<file path="config.mk">
export PLATFORM = sky130hd
export DESIGN_NAME = gregorian_date_adder_flat
export DESIGN_NICKNAME = d
export VERILOG_FILES = /design/src/gda_pkg.sv /design/src/gda_req_if.sv /design/src/gda_rsp_if.sv /design/src/gda_front.sv /design/src/gda_civil.sv /design/src/gda_wday.sv /design/src/gregorian_date_adder.sv /design/src/flat_wrapper.sv
export SDC_FILE = /design/constraint.sdc
export NUM_CORES = 2
export LEC_CHECK = 0
export BUFFER_PORTS_ARGS = -buffer_cell sky130_fd_sc_hd__buf_2
export CAP_MARGIN = 15
export CORE_MARGIN = 2
export CORE_UTILIZATION = 40
export CTS_BUF_LIST = sky130_fd_sc_hd__clkbuf_4 sky130_fd_sc_hd__clkbuf_8 sky130_fd_sc_hd__clkbuf_16
export DETAILED_ROUTE_END_ITERATION = 6
export PLACE_DENSITY = 0.6
export SYNTH_ARGS = -nofsm -noshare
export SYNTH_HDL_FRONTEND = slang
export SYNTH_SLANG_ARGS = --single-unit
</file>
<file path="constraint.sdc">
create_clock -name clk -period 53.2 [get_ports clk]
set_clock_uncertainty 0.1 [all_clocks]
set_input_delay 5.32 -clock clk [delete_from_list [all_inputs] [get_ports clk]]
set_output_delay 5.32 -clock clk [all_outputs]
set_load 0.01 [all_outputs]
</file>
<file path="src/gda_pkg.sv">
// Shared types, constants and helper functions of the Gregorian date adder.
// No dependencies; the pipeline modules, the top level and the testbench import this package.
`timescale 1ns / 1ps
`default_nettype none

package gda_pkg;

  localparam int unsigned YEAR_MIN     = 1900;
  localparam int unsigned MAX_YEAR_DEF = 9999;

  typedef enum logic [1:0] {
    OP_DAYS   = 2'd0,
    OP_MONTHS = 2'd1,
    OP_YEARS  = 2'd2,
    OP_NONE   = 2'd3
  } gda_op_t;

  // Reciprocal constants: floor(x / D) == (x * M) >> S for every x below 2**(S - ceil(log2 D)).
  localparam int unsigned S100    = 21;
  localparam logic [31:0] M100    = 32'(((longint'(1) <<< S100) + 100 - 1) / 100);
  localparam int unsigned S12     = 22;
  localparam logic [31:0] M12     = 32'(((longint'(1) <<< S12) + 12 - 1) / 12);
  localparam int unsigned S146097 = 41;
  localparam logic [31:0] M146097 = 32'(((longint'(1) <<< S146097) + 146097 - 1) / 146097);
  localparam int unsigned S1460   = 29;
  localparam logic [31:0] M1460   = 32'(((longint'(1) <<< S1460) + 1460 - 1) / 1460);
  localparam int unsigned S365    = 27;
  localparam logic [31:0] M365    = 32'(((longint'(1) <<< S365) + 365 - 1) / 365);
  localparam int unsigned S7      = 14;
  localparam logic [31:0] M7      = 32'(((longint'(1) <<< S7) + 7 - 1) / 7);

  typedef struct packed {
    gda_op_t            op;
    logic [4:0]         d;
    logic [3:0]         m;
    logic [13:0]        y;
    logic signed [22:0] amt;
    logic               bad;
    logic [7:0]         qy;
    logic [13:0]        yy;
    logic [8:0]         doy;
    logic [7:0]         c;
    logic signed [25:0] t;
    logic signed [25:0] nyr;
    logic               tok;
    logic               nyok;
    logic [13:0]        tq;
    logic [23:0]        zb;
    logic signed [25:0] z;
    logic               zok;
    logic [13:0]        ny;
    logic [3:0]         tm;
    logic               rok;
    logic [7:0]         qn;
    logic               nok;
    logic [5:0]         era;
    logic [17:0]        doe;
    logic [6:0]         a;
    logic [2:0]         b;
    logic               e;
    logic [17:0]        n;
    logic [8:0]         yoe;
    logic [8:0]         cdoy;
    logic [3:0]         mp;
    logic [4:0]         cd;
    logic [3:0]         cm;
    logic [13:0]        cy;
    logic [4:0]         fd;
    logic [3:0]         fm;
    logic [13:0]        fy;
    logic               ok;
    logic [3:0]         wm;
    logic [13:0]        wy;
    logic [7:0]         j;
    logic [10:0]        f;
    logic [7:0]         q7;
    logic [2:0]         wd;
  } gda_pipe_t;

  function automatic logic [23:0] rdiv(input logic [23:0] x, input logic [31:0] mul,
                                       input int unsigned sh);
    logic [55:0] p;
    p = 56'(x) * 56'(mul);
    return 24'(p >> sh);
  endfunction

  // q is y / 100
  function automatic logic is_leap(input logic [13:0] y, input logic [7:0] q);
    logic [13:0] h;
    h = 14'(q) * 14'd100;
    return (y[1:0] == 2'b00) && ((y != h) || (q[1:0] == 2'b00));
  endfunction

  function automatic logic [4:0] mlen(input logic [3:0] m, input logic leap);
    logic [4:0] r;
    case (m) inside
      4'd2:                     r = leap ? 5'd29 : 5'd28;
      4'd4, 4'd6, 4'd9, 4'd11:  r = 5'd30;
      default:                  r = 5'd31;
    endcase
    return r;
  endfunction

  // First day of month index mp in a March-based year
  function automatic logic [8:0] mstart(input logic [3:0] mp);
    logic [8:0] r;
    case (mp)
      4'd0:    r = 9'd0;
      4'd1:    r = 9'd31;
      4'd2:    r = 9'd61;
      4'd3:    r = 9'd92;
      4'd4:    r = 9'd122;
      4'd5:    r = 9'd153;
      4'd6:    r = 9'd184;
      4'd7:    r = 9'd214;
      4'd8:    r = 9'd245;
      4'd9:    r = 9'd275;
      4'd10:   r = 9'd306;
      4'd11:   r = 9'd337;
      default: r = 9'd0;
    endcase
    return r;
  endfunction

  // Zeller month term 13*(m+1)/5 for m = 3..14
  function automatic logic [5:0] zel(input logic [3:0] m);
    logic [5:0] r;
    case (m)
      4'd3:    r = 6'd10;
      4'd4:    r = 6'd13;
      4'd5:    r = 6'd15;
      4'd6:    r = 6'd18;
      4'd7:    r = 6'd20;
      4'd8:    r = 6'd23;
      4'd9:    r = 6'd26;
      4'd10:   r = 6'd28;
      4'd11:   r = 6'd31;
      4'd12:   r = 6'd33;
      4'd13:   r = 6'd36;
      4'd14:   r = 6'd39;
      default: r = 6'd0;
    endcase
    return r;
  endfunction

endpackage

`default_nettype wire

</file>
<file path="src/gda_req_if.sv">
// Request channel of the date adder: valid/ready plus the request fields.
// No dependencies.
`timescale 1ns / 1ps
`default_nettype none

interface gda_req_if;
  logic               valid;
  logic               ready;
  logic [1:0]         operation;
  logic [4:0]         in_day;
  logic [3:0]         in_month;
  logic [13:0]        in_year;
  logic signed [22:0] amount;

  modport source (output valid, operation, in_day, in_month, in_year, amount, input ready);
  modport sink   (input valid, operation, in_day, in_month, in_year, amount, output ready);
endinterface

`default_nettype wire

</file>
<file path="src/gda_rsp_if.sv">
// Result channel of the date adder: valid/ready plus the result fields.
// No dependencies.
`timescale 1ns / 1ps
`default_nettype none

interface gda_rsp_if;
  logic        valid;
  logic        ready;
  logic [4:0]  out_day;
  logic [3:0]  out_month;
  logic [13:0] out_year;
  logic        ok;
  logic        input_was_invalid;
  logic [2:0]  weekday;

  modport source (output valid, out_day, out_month, out_year, ok, input_was_invalid, weekday,
                  input ready);
  modport sink   (input valid, out_day, out_month, out_year, ok, input_was_invalid, weekday,
                  output ready);
endinterface

`default_nettype wire

</file>
<file path="src/gda_front.sv">
// Front pipeline: input check and replacement, day number, month and year paths.
// Depends on gda_pkg.
`timescale 1ns / 1ps
`default_nettype none

module gda_front
  import gda_pkg::*;
#(
  parameter int unsigned MAX_YEAR = MAX_YEAR_DEF
) (
  input  wire logic      clk,
  input  wire logic      rst,
  input  wire logic      en,
  input  wire logic      in_vld,
  input  wire gda_pipe_t in_p,
  output logic           out_vld,
  output gda_pipe_t      out_p
);

  localparam int NS = 8;
  localparam int Z_LO = 365 * 1899 + 1899 / 4 - 1899 / 100 + 1899 / 400 + 306;
  localparam int Z_HI = 365 * MAX_YEAR + MAX_YEAR / 4 - MAX_YEAR / 100 + MAX_YEAR / 400 + 305;
  localparam logic signed [25:0] ZLO_S  = 26'(Z_LO);
  localparam logic signed [25:0] ZHI_S  = 26'(Z_HI);
  localparam logic signed [25:0] TLO_S  = 26'(YEAR_MIN * 12);
  localparam logic signed [25:0] THI_S  = 26'(MAX_YEAR * 12 + 11);
  localparam logic signed [25:0] YLO_S  = 26'(YEAR_MIN);
  localparam logic signed [25:0] YHI_S  = 26'(MAX_YEAR);
  localparam logic [13:0]        YMIN14 = 14'(YEAR_MIN);
  localparam logic [13:0]        YMAX14 = 14'(MAX_YEAR);

  logic [NS-1:0] vld;
  gda_pipe_t s1, s2, s3, s4, s5, s6, s7, s8;
  gda_pipe_t s2_next, s3_next, s4_next, s5_next, s6_next, s7_next, s8_next;

  logic [3:0]  mp4;
  logic [17:0] rem12;
  logic        in_ok;

  always_comb begin
    s2_next    = s1;
    s2_next.qy = 8'(rdiv(24'(s1.y), M100, S100));

    // replace an impossible start date by 1 January 1900
    in_ok = (s2.y >= YMIN14) && (s2.y <= YMAX14) && (s2.m >= 4'd1) && (s2.m <= 4'd12) &&
            (s2.d != 5'd0) && (s2.d <= mlen(s2.m, is_leap(s2.y, s2.qy)));
    s3_next     = s2;
    s3_next.bad = !in_ok;
    if (!in_ok) begin
      s3_next.d = 5'd1;
      s3_next.m = 4'd1;
      s3_next.y = YMIN14;
    end

    s4_next      = s3;
    s4_next.yy   = (s3.m <= 4'd2) ? s3.y - 14'd1 : s3.y;
    mp4          = (s3.m > 4'd2) ? s3.m - 4'd3 : s3.m + 4'd9;
    s4_next.doy  = mstart(mp4) + 9'(s3.d) - 9'd1;
    s4_next.t    = $signed(26'(s3.y)) * 26'sd12 + $signed(26'(s3.m)) - 26'sd1 + 26'(s3.amt);
    s4_next.nyr  = $signed(26'(s3.y)) + 26'(s3.amt);
    s4_next.tok  = 1'b0;
    s4_next.nyok = 1'b0;

    s5_next      = s4;
    s5_next.tok  = (s4.t >= TLO_S) && (s4.t <= THI_S);
    s5_next.nyok = (s4.nyr >= YLO_S) && (s4.nyr <= YHI_S);
    s5_next.c    = 8'(rdiv(24'(s4.yy), M100, S100));
    s5_next.tq   = 14'(rdiv(24'(s4.t[17:0]), M12, S12));

    s6_next    = s5;
    s6_next.zb = 24'(s5.yy) * 24'd365 + 24'(s5.yy >> 2) - 24'(s5.c) + 24'(s5.c >> 2) +
                 24'(s5.doy);
    rem12      = s5.t[17:0] - 18'(s5.tq) * 18'd12;
    if (s5.op == OP_MONTHS) begin
      s6_next.tm  = 4'(rem12) + 4'd1;
      s6_next.ny  = s5.tq;
      s6_next.rok = s5.tok;
    end else begin
      s6_next.tm  = s5.m;
      s6_next.ny  = s5.nyr[13:0];
      s6_next.rok = s5.nyok;
    end

    s7_next     = s6;
    s7_next.z   = $signed(26'(s6.zb)) + 26'(s6.amt);
    s7_next.zok = 1'b0;
    s7_next.qn  = 8'(rdiv(24'(s6.ny), M100, S100));

    s8_next     = s7;
    s8_next.zok = (s7.z >= ZLO_S) && (s7.z <= ZHI_S);
    s8_next.nok = s7.rok && (s7.d <= mlen(s7.tm, is_leap(s7.ny, s7.qn)));
  end

  always_ff @(posedge clk) begin
    if (rst) begin
      vld <= '0;
    end else if (en) begin
      vld <= {vld[NS-2:0], in_vld};
    end
  end

  always_ff @(posedge clk) begin
    if (en) begin
      s1 <= in_p;
      s2 <= s2_next;
      s3 <= s3_next;
      s4 <= s4_next;
      s5 <= s5_next;
      s6 <= s6_next;
      s7 <= s7_next;
      s8 <= s8_next;
    end
  end

  assign out_vld = vld[NS-1];
  assign out_p   = s8;

endmodule

`default_nettype wire

</file>
<file path="src/gda_civil.sv">
// Civil pipeline: day number back to year, month and day of month.
// Depends on gda_pkg.
`timescale 1ns / 1ps
`default_nettype none

module gda_civil
  import gda_pkg::*;
(
  input  wire logic      clk,
  input  wire logic      rst,
  input  wire logic      en,
  input  wire logic      in_vld,
  input  wire gda_pipe_t in_p,
  output logic           out_vld,
  output gda_pipe_t      out_p
);

  localparam int NS = 8;

  logic [NS-1:0] vld;
  gda_pipe_t c1, c2, c3, c4, c5, c6, c7, c8;
  gda_pipe_t c1_next, c2_next, c3_next, c4_next, c5_next, c6_next, c7_next, c8_next;

  logic [1:0] h;
  logic [3:0] cnt;

  always_comb begin
    // only meaningful when the day number is in range
    c1_next     = in_p;
    c1_next.era = 6'(rdiv(24'(in_p.z[22:0]), M146097, S146097));

    c2_next     = c1;
    c2_next.doe = 18'(c1.z[22:0] - 23'(c1.era) * 23'd146097);

    c3_next   = c2;
    c3_next.a = 7'(rdiv(24'(c2.doe), M1460, S1460));
    c3_next.b = 3'(c2.doe >= 18'd36524) + 3'(c2.doe >= 18'd73048) +
                3'(c2.doe >= 18'd109572) + 3'(c2.doe >= 18'd146096);
    c3_next.e = (c2.doe == 18'd146096);

    c4_next   = c3;
    c4_next.n = c3.doe - 18'(c3.a) + 18'(c3.b) - 18'(c3.e);

    c5_next     = c4;
    c5_next.yoe = 9'(rdiv(24'(c4.n), M365, S365));

    h = 2'(c5.yoe >= 9'd100) + 2'(c5.yoe >= 9'd200) + 2'(c5.yoe >= 9'd300);
    c6_next      = c5;
    c6_next.cdoy = 9'(c5.doe - (18'(c5.yoe) * 18'd365 + 18'(c5.yoe >> 2) - 18'(h)));

    cnt = '0;
    for (int i = 1; i < 12; i++) begin
      cnt = cnt + 4'(c6.cdoy >= mstart(4'(i)));
    end
    c7_next    = c6;
    c7_next.mp = cnt;

    c8_next    = c7;
    c8_next.cd = 5'(c7.cdoy - mstart(c7.mp) + 9'd1);
    c8_next.cm = (c7.mp < 4'd10) ? c7.mp + 4'd3 : c7.mp - 4'd9;
    c8_next.cy = 14'(c7.yoe) + 14'(c7.era) * 14'd400 + 14'(c7.mp >= 4'd10);
  end

  always_ff @(posedge clk) begin
    if (rst) begin
      vld <= '0;
    end else if (en) begin
      vld <= {vld[NS-2:0], in_vld};
    end
  end

  always_ff @(posedge clk) begin
    if (en) begin
      c1 <= c1_next;
      c2 <= c2_next;
      c3 <= c3_next;
      c4 <= c4_next;
      c5 <= c5_next;
      c6 <= c6_next;
      c7 <= c7_next;
      c8 <= c8_next;
    end
  end

  assign out_vld = vld[NS-1];
  assign out_p   = c8;

endmodule

`default_nettype wire

</file>
<file path="src/gda_wday.sv">
// Result pipeline: picks the returned date and computes its weekday (Zeller).
// Depends on gda_pkg.
`timescale 1ns / 1ps
`default_nettype none

module gda_wday
  import gda_pkg::*;
(
  input  wire logic      clk,
  input  wire logic      rst,
  input  wire logic      en,
  input  wire logic      in_vld,
  input  wire gda_pipe_t in_p,
  output logic           out_vld,
  output gda_pipe_t      out_p
);

  localparam int NS = 6;

  logic [NS-1:0] vld;
  gda_pipe_t w1, w2, w3, w4, w5, w6;
  gda_pipe_t w1_next, w2_next, w3_next, w4_next, w5_next, w6_next;

  logic [6:0] k;
  logic [2:0] r;

  always_comb begin
    w1_next = in_p;
    case (in_p.op)
      OP_DAYS:   w1_next.ok = in_p.zok;
      OP_MONTHS: w1_next.ok = in_p.nok;
      OP_YEARS:  w1_next.ok = in_p.nok;
      default:   w1_next.ok = 1'b0;
    endcase
    if (!w1_next.ok) begin
      w1_next.fd = in_p.d;
      w1_next.fm = in_p.m;
      w1_next.fy = in_p.y;
    end else if (in_p.op == OP_DAYS) begin
      w1_next.fd = in_p.cd;
      w1_next.fm = in_p.cm;
      w1_next.fy = in_p.cy;
    end else begin
      w1_next.fd = in_p.d;
      w1_next.fm = in_p.tm;
      w1_next.fy = in_p.ny;
    end

    // January and February count as months 13 and 14 of the year before
    w2_next = w1;
    if (w1.fm < 4'd3) begin
      w2_next.wm = w1.fm + 4'd12;
      w2_next.wy = w1.fy - 14'd1;
    end else begin
      w2_next.wm = w1.fm;
      w2_next.wy = w1.fy;
    end

    w3_next   = w2;
    w3_next.j = 8'(rdiv(24'(w2.wy), M100, S100));

    k         = 7'(w3.wy - 14'(w3.j) * 14'd100);
    w4_next   = w3;
    w4_next.f = 11'(w3.fd) + 11'(zel(w3.wm)) + 11'(k) + 11'(k >> 2) + 11'(w3.j >> 2) +
                11'(w3.j) * 11'd5;

    w5_next    = w4;
    w5_next.q7 = 8'(rdiv(24'(w4.f), M7, S7));

    r          = 3'(w5.f - 11'(w5.q7) * 11'd7);
    w6_next    = w5;
    w6_next.wd = (r >= 3'd2) ? r - 3'd2 : r + 3'd5;
  end

  always_ff @(posedge clk) begin
    if (rst) begin
      vld <= '0;
    end else if (en) begin
      vld <= {vld[NS-2:0], in_vld};
    end
  end

  always_ff @(posedge clk) begin
    if (en) begin
      w1 <= w1_next;
      w2 <= w2_next;
      w3 <= w3_next;
      w4 <= w4_next;
      w5 <= w5_next;
      w6 <= w6_next;
    end
  end

  assign out_vld = vld[NS-1];
  assign out_p   = w6;

endmodule

`default_nettype wire

</file>
<file path="src/gregorian_date_adder.sv">
// Top level of the Gregorian date adder: handshake and the three pipeline sections.
// Depends on gda_pkg, gda_req_if, gda_rsp_if, gda_front, gda_civil, gda_wday.
//
//   channel | dir | payload
//   req     | in  | operation, in_day, in_month, in_year, amount
//   rsp     | out | out_day, out_month, out_year, ok, input_was_invalid, weekday
//
// One request enters per cycle while no result is held on rsp; a result passes through the
// 22 register stages (8 front, 8 civil, 6 weekday) before it is valid on rsp and can leave.
// rst is synchronous and clears only the stage valid bits.
// A result held on rsp freezes the whole pipeline and drops req.ready; nothing is lost.
`timescale 1ns / 1ps
`default_nettype none

module gregorian_date_adder
  import gda_pkg::*;
#(
  parameter int unsigned MAX_YEAR = MAX_YEAR_DEF
) (
  input wire logic clk,
  input wire logic rst,
  gda_req_if.sink  req,
  gda_rsp_if.source rsp
);

  logic      en;
  logic      f_vld, c_vld, w_vld;
  gda_pipe_t req_p, f_p, c_p, w_p;

  assign en        = !w_vld || rsp.ready;
  assign req.ready = en;

  always_comb begin
    req_p     = '0;
    req_p.op  = gda_op_t'(req.operation);
    req_p.d   = req.in_day;
    req_p.m   = req.in_month;
    req_p.y   = req.in_year;
    req_p.amt = req.amount;
  end

  gda_front #(.MAX_YEAR(MAX_YEAR)) u_front (
    .clk(clk), .rst(rst), .en(en),
    .in_vld(req.valid), .in_p(req_p),
    .out_vld(f_vld), .out_p(f_p)
  );

  gda_civil u_civil (
    .clk(clk), .rst(rst), .en(en),
    .in_vld(f_vld), .in_p(f_p),
    .out_vld(c_vld), .out_p(c_p)
  );

  gda_wday u_wday (
    .clk(clk), .rst(rst), .en(en),
    .in_vld(c_vld), .in_p(c_p),
    .out_vld(w_vld), .out_p(w_p)
  );

  assign rsp.valid             = w_vld;
  assign rsp.out_day           = w_p.fd;
  assign rsp.out_month         = w_p.fm;
  assign rsp.out_year          = w_p.fy;
  assign rsp.ok                = w_p.ok;
  assign rsp.input_was_invalid = w_p.bad;
  assign rsp.weekday           = w_p.wd;

  a_year_range: assert property (@(posedge clk) disable iff (rst)
    rsp.valid |-> (rsp.out_year >= 14'(YEAR_MIN)) && (rsp.out_year <= 14'(MAX_YEAR)))
    else $error("result year out of range");

  a_date_shape: assert property (@(posedge clk) disable iff (rst)
    rsp.valid |-> (rsp.out_month >= 4'd1) && (rsp.out_month <= 4'd12) && (rsp.out_day != 5'd0))
    else $error("result month or day malformed");

  a_replaced_fail: assert property (@(posedge clk) disable iff (rst)
    rsp.valid && rsp.input_was_invalid && !rsp.ok |->
      (rsp.out_day == 5'd1) && (rsp.out_month == 4'd1) && (rsp.out_year == 14'(YEAR_MIN)))
    else $error("failed request on replaced date did not return 1/1/1900");

  a_weekday: assert property (@(posedge clk) disable iff (rst)
    rsp.valid |-> rsp.weekday <= 3'd6)
    else $error("weekday out of range");

endmodule

`default_nettype wire

</file>
<file path="src/flat_wrapper.sv">
// flat-port wrapper written by rule: the top's interface ports become plain ports
module gregorian_date_adder_flat import gda_pkg::*;
#(
  parameter int unsigned MAX_YEAR = MAX_YEAR_DEF
)
  (clk, rst, req_valid, req_operation, req_in_day, req_in_month, req_in_year, req_amount, req_ready, rsp_valid, rsp_out_day, rsp_out_month, rsp_out_year, rsp_ok, rsp_input_was_invalid, rsp_weekday, rsp_ready);
  gda_req_if req_i ();
  gda_rsp_if rsp_i ();
  input wire logic clk;
  input wire logic rst;
  input wire logic [$bits(req_i.valid)-1:0] req_valid;
  input wire logic [$bits(req_i.operation)-1:0] req_operation;
  input wire logic [$bits(req_i.in_day)-1:0] req_in_day;
  input wire logic [$bits(req_i.in_month)-1:0] req_in_month;
  input wire logic [$bits(req_i.in_year)-1:0] req_in_year;
  input wire logic [$bits(req_i.amount)-1:0] req_amount;
  output wire logic [$bits(req_i.ready)-1:0] req_ready;
  output wire logic [$bits(rsp_i.valid)-1:0] rsp_valid;
  output wire logic [$bits(rsp_i.out_day)-1:0] rsp_out_day;
  output wire logic [$bits(rsp_i.out_month)-1:0] rsp_out_month;
  output wire logic [$bits(rsp_i.out_year)-1:0] rsp_out_year;
  output wire logic [$bits(rsp_i.ok)-1:0] rsp_ok;
  output wire logic [$bits(rsp_i.input_was_invalid)-1:0] rsp_input_was_invalid;
  output wire logic [$bits(rsp_i.weekday)-1:0] rsp_weekday;
  input wire logic [$bits(rsp_i.ready)-1:0] rsp_ready;
  assign req_i.valid = req_valid;
  assign req_i.operation = req_operation;
  assign req_i.in_day = req_in_day;
  assign req_i.in_month = req_in_month;
  assign req_i.in_year = req_in_year;
  assign req_i.amount = req_amount;
  assign req_ready = req_i.ready;
  assign rsp_valid = rsp_i.valid;
  assign rsp_out_day = rsp_i.out_day;
  assign rsp_out_month = rsp_i.out_month;
  assign rsp_out_year = rsp_i.out_year;
  assign rsp_ok = rsp_i.ok;
  assign rsp_input_was_invalid = rsp_i.input_was_invalid;
  assign rsp_weekday = rsp_i.weekday;
  assign rsp_i.ready = rsp_ready;
  gregorian_date_adder #(.MAX_YEAR(MAX_YEAR)) u_core (.clk(clk), .rst(rst), .req(req_i), .rsp(rsp_i));
endmodule
</file>
Word-level counts from Yosys, hierarchy flattened
Memories as Yosys holds them, arrays and structs flattened. A register that Yosys moved wholly into a read port is not among the register bits.
Cells that the tools add are included.
{ "totals": {"romBits": 384, "mem_count": 3, "wordCells": 382, "input_bits": 52, "out_inout_bits": 30, "reg_bits": 1440} }
{ "op_classes": {"eq_ne": 16, "n_lt_le_gt_ge": 36, "reduce_logical": 25, "addsub": 55, "multipliers": 20, "mux": 17} }
{ "mem_list": {"columns": ["memory", "depth", "width", "rd", "rd_clocked_by_memory_dff", "wr", "line", "source"], "rows": [
  ["(no name shown)", 16, 9, 1, 1, 0, "gda_pkg.sv:107", "case (mp)"],
  ["(no name shown)", 16, 9, 1, 0, 0, "gda_pkg.sv:107", null],
  ["(no name shown)", 16, 6, 1, 1, 0, "gda_pkg.sv:128", "case (m)"]
]} }
{ "ops": {"columns": ["cell", "n"], "rows": [
  ["$mul A14 B13 Y27 const B", 4],
  ["$mul A18 B16 Y33 const B", 2],
  ["$mul A23 B24 Y47 const B", 1],
  ["$mux W23", 2],
  ["$ge A9 B8 Y1 const B", 5],
  ["$ge A18 B17 Y1 const B", 2],
  ["$ge A9 B9 Y1 const B", 4],
  ["$mul A18 B18 Y35 const B", 1],
  ["$add A4 B1 Y4", 7],
  ["$ne A14 B14 Y1", 2],
  ["$sub A14 B1 Y14 const B", 2],
  ["$ge A9 B7 Y1 const B", 3],
  ["$add A25 B23 Y26", 1],
  ["$ge A26 B21 Y1 const B", 1],
  ["$le A26 B23 Y1 const B", 1],
  ["$add A15 B23 Y24", 1],
  ["$add A20 B23 Y24", 1],
  ["$add A23 B12 Y24", 1],
  ["$add A24 B6 Y24", 1],
  ["$add A24 B9 Y24", 1],
  ["$ge A24 B12 Y1 const B", 1],
  ["$ge A24 B16 Y1 const B", 1],
  ["$le A24 B15 Y1 const B", 1],
  ["$le A24 B18 Y1 const B", 1],
  ["other kinds (83)", 122]
]} }

Longest topological paths before layout
{ "logic_depth": {"ltp_word": 12, "depth_mapped": 27} }

Cells and area by module
A second synthesis with hierarchy kept.
{ "hier_totals": {"hier_cells": 14315, "area_unflattened_um2": 291408.2} }
{ "modules_own_cells": {"columns": ["mod", "seq_area_each_um2", "n_inst", "area_per_inst_um2", "cells_each"], "rows": [
  ["gda_civil", 86743.2, 1, 112806.9, 5569],
  ["gda_front", 73910.9, 1, 101518.6, 5577],
  ["gda_wday", 69486.6, 1, 77072.7, 3167],
  ["gregorian_date_adder", 0.0, 1, 10.0, 2]
]} }

Least setup slack after synthesis
No wires, ideal clock.
{ "synth_path": {"path_kind": "in2out", "from": "input rsp_ready", "to": "output req_ready", "t_arrival_ps": 43608, "path_buffers": 1, "path_slack_ps": 4172, "cell_stages": 3, "path_cell_list": "nor2b_1 inv_2 clkbuf_1"} }
{ "synth_via": {"elab_chain_len": 1} }
{ "synth_lines": {"columns": ["element", "line", "source"], "rows": [
  ["start, declared", "flat_wrapper.sv:25", "input wire logic [$bits(rsp_i.ready)-1:0] rsp_ready;"],
  ["$logic_or A1 B1 Y1", "gregorian_date_adder.sv:30", "assign en = !w_vld || rsp.ready;"],
  ["end, declared", "flat_wrapper.sv:17", "output wire logic [$bits(req_i.ready)-1:0] req_ready;"]
]} }
Every way passes these cells.

Worst setup path in the final report
Same ends and word-level chain as after synthesis.

==> summary.txt <==
Run status
  – Status: completed

Critical path
  – Setup crit start: rsp_ready
  – R2r startpoint: u_core.u_front.out_p[213]
  – WP data required: 47.78 ns
  – Crit path max fanout: 89
  – Crit path DAT: 6.55 ns
  – Crit path kind: in -> out
  – Critical Path Sink Type: output pin
  – Critical path startpoint category: input pin

Final layout
  – Area grow syn2layout: 9.647%
  – Fillers: 23.23k
  – Antenna Cells: 0
  – Layout cells sized above 1: 0.04728
  – Fin area: 0.1126 mm^2
  – Nets: 10.80k

Yosys
  – Xor/xnor cell area share of the yosys netlist: 0.03172
  – Synth Area in Adders: 0.3942
  – Number of synthesized flops with an enable pin: 1409
  – Syn Area/Cell: 13.03 um^2
  – Synthesized area: 0.1027 mm^2
  – Synth Area in Compound Gates: 0.05018
  – Mux contribution to synthesized area: 0.003095
  – Net Count, Synth: 10.57k
  – Syn. warnings: 0
  – Sequential area share after synthesis: 0.4184
  – Top-area cell type share of the netlist area: 0.4120
  – Distinct cells, synth: 80
  – Top cell type by total area after synthesis: edfxtp_1
  – Largest cells by area after synthesis: edfxtp_1, ha_1, fa_1
  – Cells after Synth: 7879
  – Post-synthesis simple-gate area fraction: 0.03553
  – Post-synthesis register bit count: 1442
  – Ys flop type: edfxtp_1
  – Async set-reset flop share out of synthesis: 0
  – Post-synth top cells: inv_1, ha_1, edfxtp_1
  – Main combinational cell family by area after synthesis: adder cells
  – Count leader, synth: inv_1

Die
  – Die Area: 0.2608 mm^2
  – Core footprint: 0.2560 mm^2
  – Die H: 510.7 um
  – Initial Util: 0.4012
  – Std cell rows: 186
  – # IOs: 82
  – Die Span X: 510.7 um

STA
  – Fin. max-slew vios: 0
  – Hold Fails Final Rpt: 0
  – TNS Setup: 0 ns
  – Hold_ws: 0.3078 ns
  – Fin crit period: 11.97 ns
  – Period utilization: 0.2249
  – Rel. slew slack: 0.2775
  – Max Clk Rate: 0.08358 GHz
  – Setup violations, final: 0
  – Worst slew pin tran: 1.084 ns
  – RSZ-0062 raised after global routing: false

Clock tree
  – Number of H-tree levels: 4
  – TritonCTS clock tree: yes
  – Total CTS buffers: 146
  – Clock-pin slew on the worst setup and hold paths: 0.06 ns
  – Clock Latency Late Sink: 0.77 ns
  – Post-CTS sizing: 0
  – TritonCTS Sinks: 1442
  – Post-CTS Setup Bufs: 0
  – Max Root-Sink Buffers: 3
  – Root buffer cell: clkbuf_16
  – CTS hold repair buffers: 0

Global routing
  – Wire length of the first global-routing pass: 314500 um
  – Largest net degree at the start of global routing: 206
  – Congestion Overflow GR: 0
  – Vias in the first global route: 59.29k
  – Initial antenna violation count: 7
  – All-Layer GR Usage: 0.1508

Route
  – Vias: 55.04k
  – Final ANT Viol Nets: 0
  – Drt pass-1 iters: 5
  – DRC violations left: 0
  – Routed vias/inst: 4.740
  – Drt wl/cell: 16.47 um
  – Initial DRC count: 2754
  – WL final: 191300 um

Place
  – Placed inst area: 0.1075 mm^2
  – Dpl hpwl: 153700 um
  – Gp weighted congestion: 0.8870
  – PortBufs: 81

Worst hold path
  – Hold Crit Start: u_core.u_front.s2[404]
  – HP Class: reg -> reg

Job
  – # Max-Cap Violations: 0
[critical path, cell delays in order]
cell and delay [ns]:
buf_2 0.12, nor2b_2 0.10, buf_4 0.36, inv_8 0.28, buf_2 0.26
[area by class of cell]
class | count | area (um^2) | area share
Multi-Input combinational cell | 4609 | 52880 | 0.4696
Sequential cell | 1442 | 42970 | 0.3816
Inverter | 1799 | 6760 | 0.06003
Tap cell | 3384 | 4234 | 0.03760
Clock buffer | 178 | 3970 | 0.03526
Clock inverter | 90 | 1145 | 0.01017
Timing Repair Buffer | 109 | 648.1 | 0.005756
[flip-flops by register name (all words and copies together), names as in the netlist, 70 cells and up, named ones only]
| name | flops |
|---|---|
| u_core.u_civil.c6 | 70 |
| u_core.u_civil.c3 | 81 |
| u_core.u_front.s5 | 114 |
| u_core.u_civil.c4 | 79 |
| u_core.u_front.s4 | 120 |
| u_core.u_civil.c1 | 70 |
| u_core.u_front.s7 | 79 |
| u_core.u_front.s6 | 92 |
| u_core.u_civil.c5 | 70 |
| u_core.u_civil.c7 | 70 |
| u_core.u_civil.c2 | 70 |
[path summary, 6_finish.rpt]
check | end | slack [ns] | depth (start not counted)
worst max-delay path | req_ready | 41.23 | 5
worst min-delay path | u_core.u_front.s3[404] | 0.31 | 0
worst max register to register | u_core.u_civil.c1[169] | 46.20 | 21
worst min register to register | u_core.u_front.s3[404] | 0.31 | 0
[kinds of logic (layout without fill, tap and decap cells)]
family                     Yosys count  after routing
adders and majority gates         2642           2642
buffers and inverters             1828           2176
DFF                               1442           1442
AOI/OAI and AO/OA                  797            797
and+or+nand+nor                    767            767
xor gates and xnor gates           372            372
muxes                               31             31
[through the flow]
stage          utilization  setup WS, ns  instances
2_1_floorplan            -         4.172       7879
3_3_place_gp        0.4198         41.25      11340
3_5_place_dp        0.4198         41.23      11340
4_1_cts             0.4398         41.23      11610
5_1_grt             0.4399         41.14      11610
6_report            0.4399         41.23      11610
[placed cells by master (no fill, tap or decap), types with 21 or more instances in the layout]
cell and instances:
o211ai_1 21, nor3_1 56, fa_1 990, nand2b_1 32, nand2_1 233, buf_2 81, dfxtp_1 33, a31oi_1 26
clkbuf_4 27, inv_1 1798, nor4_1 21, and3_1 28, a21oi_1 265, xnor2_1 267, and2_1 23, o21a_1 59
nand4_1 30, o21bai_1 27, a21o_1 116, edfxtp_1 1409, xor2_1 105, mux2i_1 25, o21ai_0 119, buf_4 26
nor2b_1 34, clkbuf_16 150, nor2_1 196, clkinv_1 23, ha_1 1652, nand3_1 59
[metal layers]
layer | up-vias | track usage | wire (um)
met5 | - | 0 | 0
met4 | 0 | 0.03807 | 4413
met3 | 252 | 0.01776 | 5655
met2 | 712 | 0.2677 | 96630
met1 | 27240 | 0.1951 | 84580
li1 | 26830 | - | -
Power is not shown: default switching activity piles up to over one toggle a cycle in this logic, so the estimate is an artifact.
